[config.mk]
export PLATFORM = sky130hd
export DESIGN_NAME = twlm_stats
export DESIGN_NICKNAME = d
export VERILOG_FILES = /design/src/rtl/core/twlm_pkg.sv /design/src/rtl/core/twlm_stats.sv
export SDC_FILE = /design/constraint.sdc
export NUM_CORES = 1
export LEC_CHECK = 0
export ABC_AREA = 1
export ABC_CLOCK_PERIOD_IN_PS = 7000
export BUFFER_PORTS_ARGS = -buffer_cell sky130_fd_sc_hd__buf_2
export CAP_MARGIN = 20
export CORE_MARGIN = 10
export CORE_UTILIZATION = 35
export DETAILED_ROUTE_END_ITERATION = 8
export SYNTH_ARGS = -nofsm -noshare
export SYNTH_HDL_FRONTEND = slang
export SYNTH_SLANG_ARGS = --single-unit
[constraint.sdc]
create_clock -name clk_i -period 7 [get_ports clk_i]
set_input_delay 0.7 -clock clk_i [delete_from_list [all_inputs] [get_ports clk_i]]
set_output_delay 0.7 -clock clk_i [all_outputs]
set_load 0.03 [all_outputs]
[src/rtl/core/twlm_pkg.sv]
package twlm_pkg;

  // Table geometry
  localparam int unsigned TABLE_ENTRIES = 256;
  localparam int unsigned IDX_W         = $clog2(TABLE_ENTRIES);
  localparam int unsigned PTR_W         = IDX_W + 1;
  localparam int unsigned AGE_W         = IDX_W;

  // Field widths
  localparam int unsigned KEY_W  = 64;
  localparam int unsigned TIME_W = 64;
  localparam int unsigned CPU_W  = 8;
  localparam int unsigned GRP_W  = 23;
  localparam int unsigned CNT_W  = 64;
  localparam int unsigned CFG_IDX_W  = 2;
  localparam int unsigned CFG_DATA_W = 64;

  // Event kinds
  localparam logic [1:0] KIND_WAKE   = 2'd0;
  localparam logic [1:0] KIND_EXIT   = 2'd1;
  localparam logic [1:0] KIND_SWITCH = 2'd2;

  // Configuration register indexes
  localparam logic [CFG_IDX_W-1:0] CFG_ENABLE       = 2'd0;
  localparam logic [CFG_IDX_W-1:0] CFG_TARGET_GROUP = 2'd1;
  localparam logic [CFG_IDX_W-1:0] CFG_MIN_LATENCY  = 2'd2;

  typedef enum logic [2:0] {
    STATUS_IGNORED   = 3'd0,
    STATUS_STORED    = 3'd1,
    STATUS_EXIT      = 3'd2,
    STATUS_UNMATCHED = 3'd3,
    STATUS_FILTERED  = 3'd4,
    STATUS_REPORTED  = 3'd5,
    STATUS_DROPPED   = 3'd6
  } status_e;

  typedef enum logic {
    TBL_STORE,
    TBL_DELETE
  } tbl_op_e;

  typedef enum logic [1:0] {
    STAT_NONE,
    STAT_WAKE,
    STAT_UNMATCH,
    STAT_MATCH
  } stat_op_e;

  typedef enum logic [2:0] {
    ST_IDLE,
    ST_TABLE,
    ST_UPD,
    ST_RESP
  } top_state_e;

  typedef enum logic [1:0] {
    TB_IDLE,
    TB_SCAN,
    TB_FIX,
    TB_DONE
  } tbl_state_e;

  // One stored wakeup record
  typedef struct packed {
    logic [KEY_W-1:0]  key;
    logic [TIME_W-1:0] stamp;
    logic [CPU_W-1:0]  cpu;
    logic [AGE_W-1:0]  age;
  } rec_t;

  typedef struct packed {
    logic              start;
    tbl_op_e           op;
    logic [KEY_W-1:0]  key;
    logic [TIME_W-1:0] stamp;
    logic [CPU_W-1:0]  cpu;
  } tbl_req_t;

  typedef struct packed {
    logic              done;
    logic              found;
    logic [TIME_W-1:0] stamp;
    logic [CPU_W-1:0]  cpu;
  } tbl_rsp_t;

endpackage

[src/rtl/core/twlm_stats.sv]
module twlm_stats (
  input  logic                          clk_i,
  input  logic                          rst_ni,
  input  logic                          calc_i,
  input  logic [twlm_pkg::TIME_W-1:0]   now_i,
  input  logic [twlm_pkg::TIME_W-1:0]   stamp_i,
  input  twlm_pkg::stat_op_e            op_i,
  input  logic [twlm_pkg::CNT_W-1:0]    min_latency_i,
  input  logic                          sink_full_i,
  input  logic [twlm_pkg::GRP_W-1:0]    prev_thread_i,
  input  logic [twlm_pkg::GRP_W-1:0]    next_thread_i,
  output twlm_pkg::status_e             match_status_o,
  output logic [twlm_pkg::CNT_W-1:0]    latency_o,
  output logic [twlm_pkg::CNT_W-1:0]    wakeup_count_o,
  output logic [twlm_pkg::CNT_W-1:0]    unmatched_count_o,
  output logic [twlm_pkg::CNT_W-1:0]    filtered_count_o,
  output logic [twlm_pkg::CNT_W-1:0]    dropped_count_o,
  output logic [twlm_pkg::CNT_W-1:0]    report_count_o,
  output logic [twlm_pkg::CNT_W-1:0]    latency_total_o,
  output logic [twlm_pkg::CNT_W-1:0]    latency_max_o,
  output logic [twlm_pkg::GRP_W-1:0]    max_prev_thread_o,
  output logic [twlm_pkg::GRP_W-1:0]    max_next_thread_o
);
  import twlm_pkg::*;

  logic [CNT_W-1:0] lat_q;
  logic [CNT_W-1:0] wake_q, unm_q, filt_q, drop_q, rep_q, total_q, max_q;
  logic [GRP_W-1:0] max_prev_q, max_next_q;
  status_e          cls;
  logic             new_max;

  // Latency is taken modulo 2^64 when the matching record comes back.
  always_ff @(posedge clk_i) begin
    if (calc_i) begin
      lat_q <= now_i - stamp_i;
    end
  end

  // Classify a matched switch
  always_comb begin
    if (min_latency_i != '0 && lat_q < min_latency_i) begin
      cls = STATUS_FILTERED;
    end else if (sink_full_i) begin
      cls = STATUS_DROPPED;
    end else begin
      cls = STATUS_REPORTED;
    end
  end

  assign new_max = (lat_q > max_q);

  // Statistics update
  always_ff @(posedge clk_i or negedge rst_ni) begin
    if (!rst_ni) begin
      wake_q     <= '0;
      unm_q      <= '0;
      filt_q     <= '0;
      drop_q     <= '0;
      rep_q      <= '0;
      total_q    <= '0;
      max_q      <= '0;
      max_prev_q <= '0;
      max_next_q <= '0;
    end else begin
      case (op_i)
        STAT_WAKE: begin
          wake_q <= wake_q + 1'b1;
        end
        STAT_UNMATCH: begin
          unm_q <= unm_q + 1'b1;
        end
        STAT_MATCH: begin
          case (cls)
            STATUS_FILTERED: filt_q <= filt_q + 1'b1;
            STATUS_DROPPED:  drop_q <= drop_q + 1'b1;
            default: begin
              rep_q   <= rep_q + 1'b1;
              total_q <= total_q + lat_q;
              if (new_max) begin
                max_q      <= lat_q;
                max_prev_q <= prev_thread_i;
                max_next_q <= next_thread_i;
              end
            end
          endcase
        end
        default: begin
        end
      endcase
    end
  end

  assign match_status_o    = cls;
  assign latency_o         = lat_q;
  assign wakeup_count_o    = wake_q;
  assign unmatched_count_o = unm_q;
  assign filtered_count_o  = filt_q;
  assign dropped_count_o   = drop_q;
  assign report_count_o    = rep_q;
  assign latency_total_o   = total_q;
  assign latency_max_o     = max_q;
  assign max_prev_thread_o = max_prev_q;
  assign max_next_thread_o = max_next_q;

endmodule

==> metrics.md <==
| Metric | Value |
|---|---|
| Status | `finished clean` |
| First-pass GRT wire length | `approximately 270000 um` |
| Num CTS Buffers | `72` |
| Seq/Total Area, Yosys | `35.3%` |
| Syn-to-layout area delta | `20.3%` |
| CP most frequent cell | `nor2_1` |
| Die width | `around 360 um` |
| H-tree levels | `3` |
| Routability cong. | `between 0.9 and 1` |
| Clk sinks | `558` |
| Area of the multi-input gates | `around 23000 um^2` |
| Syn Area/Cell | `just over 7 um^2` |
| Initial antenna violation count | `16` |
| Worst Hold Class | `in -> async` |
| #FFs+latches synth | `between 500 and 600` |
| Layout cells sized above 1 | `about 15%` |
| Total track usage | `around 27%` |
| Num rows | `roughly 120` |
| Most common cell after layout, fill and taps aside | `nand2_1` |
| Cts hold-fix bufs | `0` |
| CTS clk-pin slew, worst paths | `about 0.060 ns` |
| Pwr per Cell Area | `approximately 370 nW/um^2` |
| Iteration-0 DRC Markers | `about 3700` |
| Startpoint types | `register` |
| Rel. slew slack | `between 20 and 25%` |
| FF-to-FF setup slack | `around 2.0 ns` |
| WL final | `about 180000 um` |
| Most frequent cells in the layout | `nand2_1 (1602), buf_2 (802), inv_1 (762)` |
| YS warnings | `0` |
| Largest net degree at the start of global routing | `about 150` |
| Core footprint | `between 100000 and 150000 um^2` |
| Crit path DAT | `4.34 ns` |
| Worst VDD drop | `about 0.00019 V` |
| Clk_lat worst skew | `0.65 ns` |
| Clk root buf | `clkbuf_16` |
| Setup bufs post-CTS | `0` |
| Grt ovf | `0` |
| Number of max-cap violations | `0` |
| Endpoints failing hold | `0` |
| Crit path max-delay family | `simple AND/OR/NAND/NOR gates` |
| Longest Clk Path Bufs | `3` |
| Vias/cell | `between 5 and 6` |
| Netlist cell types | `between 40 and 50` |
| Final min period | `5.04 ns` |
| Slew @ Worst Pin | `between 1 and 1.5 ns` |
| Worst-case reg-to-reg path depth | `12` |
| Sequential cell area | `between 10000 and 15000 um^2` |
| Via count of the routed design | `approximately 42000` |
| Worst Path Class, Setup | `reg -> out` |
| DR WL/cell | `between 20 and 25 um` |
| Port Buffers | `between 800 and 900` |
| Clk_skew | `between 0.03 and 0.04 ns` |
| Vias in the first global route | `approximately 41000` |
| WP data required | `between 6 and 7 ns` |
| Worst hold margin | `about 0.043 ns` |
| IO Pins | `slightly above 800` |
| FILL cells | `~12000` |
| Final setup fails | `0` |
| Max FO, Critical Path | `between 40 and 50` |
| R2r startpoint | `latency_o[46]$_DFFE_PP_` |
| Drt pass-1 iters | `6` |
| Post-Syn Area | `40500 um^2` |
| Total power draw | `18.0 mW` |
| Cells after Synth | `between 5000 and 6000` |
| DRT antenna net count | `0` |
| Slowest-stage cell, CP | `nor2_1` |
| Sum of negative setup slack | `0 ns` |
| Die Area | `approximately 130000 um^2` |
| Final nets | `6991` |
| DP Wirelength | `between 100000 and 150000 um` |
| Post_cts resized | `0` |
| Syn Nets | `approximately 6000` |
| Largest stage delay on the critical path | `0.58 ns` |
| Initial Util | `roughly a third` |
| Worst reg2reg path endpoint | `filtered_count_o[22]$_DFFE_PN0P_` |
| Final Slew Violations | `0` |
| Nature of the critical path endpoint | `output pin` |
| Fmax | `about 0.2 GHz` |
| CP bufs+invs | `2` |
| CP cell instances | `ha_1, nand4_1, nor2_1, nand3_1, nor2_1, nand2_2, a21oi_4, buf_4, buf_2` |
| RSZ-0062 raised after global routing | `false` |
| Die Y | `between 300 and 400 um` |
| Static leakage | `~25 nW` |
| Final Cycle Share | `72.0%` |
| CTS tree | `done` |
| # DRC | `0` |
report_power, final:
part           total [mW]  switching, mW  internal, mW
logic                8.89           6.42          2.47
registers            5.27           1.10          4.17
clock network        3.86           1.60          2.26
sequential cells by signal, summed over array words and instances, names as in the netlist:
signal	cells
max_next_thread_o	23
dropped_count_o	64
report_count_o	64
filtered_count_o	64
unmatched_count_o	64
latency_max_o	64
latency_o	64
latency_total_o	64
wakeup_count_o	64
max_prev_thread_o	23
worst max path at each step:
stage / depth (start not counted) / start / end / slack (ns)
2_1_floorplan: 11 / min_latency_i[59] / match_status_o[1] / 3.95
3_3_place_gp: 14 / min_latency_i[47] / filtered_count_o[32]$_DFFE_PN0P_ / 1.90
3_5_place_dp: 13 / min_latency_i[45] / filtered_count_o[35]$_DFFE_PN0P_ / 1.85
4_1_cts: 9 / latency_o[46]$_DFFE_PP_ / match_status_o[1] / 2.00
5_1_grt: 12 / latency_o[46]$_DFFE_PP_ / filtered_count_o[35]$_DFFE_PN0P_ / 1.60
6_report: 9 / latency_o[46]$_DFFE_PP_ / match_status_o[1] / 1.96
layer usage:
metal | track usage, % | routed length [um] | vias up
met2 | 45.1 | 84800 | 1417
met3 | 6.47 | 13700 | 251
met1 | 33.6 | 76000 | 19900
met4 | 7.88 | 5780 | 16
met5 | 0 | 101 | -
li1 | - | - | 20100
synthesized netlist by cell type (all sizes together):
cell type / instances / area [um^2]
nand2: 1608 / 6050
inv: 768 / 2880
nor2: 586 / 2250
dfrtp: 494 / 12400
xor2: 312 / 2730
nand4: 273 / 1710
ha: 258 / 3230
o21ai: 244 / 1220
a21oi: 243 / 1230
nand3: 234 / 1180
nor3: 183 / 941
xnor2: 87 / 762
nor4: 71 / 444
edfxtp: 64 / 1920
buf: 61 / 308
clkbuf: 46 / 173
a21o: 27 / 203
o21bai: 23 / 173
a31oi: 17 / 106
nand3b: 14 / 105
o21a: 13 / 97.6
a21boi: 12 / 90.1
or2: 9 / 56.3
and3: 8 / 50.1
o211ai: 6 / 45.0
and2: 5 / 32.5
nor3b: 3 / 27.5
a211oi: 2 / 15.0
fa: 2 / 40.0
o2111ai: 2 / 17.5
a221oi: 1 / 8.76
clkinv: 1 / 3.75
conb: 1 / 3.75
nor4b: 1 / 8.76
or3: 1 / 6.26
kinds of logic (layout without fill, tap and decap cells):
logic type	after synthesis	count (layout)	share of synthesized area, %
compound gates	590	590	7.93
xor+xnor	399	399	8.63
fa+ha+maj	260	260	8.07
buf+inv	876	1742	8.32
flops	558	558	35.3
other cells	1	5	0.00926
simple gates	2996	2996	31.7
stage by stage:
step	util, %	area (um^2)	instances	worst slack (ns)
after floorplan	-	40500	5680	3.95
after global placement	40.4	46300	7925	1.90
after detailed placement	40.4	46300	7925	1.85
after CTS	42.5	48700	8058	2.00
after global routing	42.5	48700	8058	1.60
final	42.5	48700	8062	1.96
final cells by class:
class / count / share of cell area, %
multi-input cells: 4246 / 47.0
flip-flops and latches: 558 / 29.3
repair buffers: 840 / 8.95
inverters: 769 / 5.94
clock buffers: 100 / 4.15
well taps: 1512 / 3.88
clock inverters: 33 / 0.766
diodes: 4 / 0.0206
No activity file was read; power rests on OpenSTA's default activity.
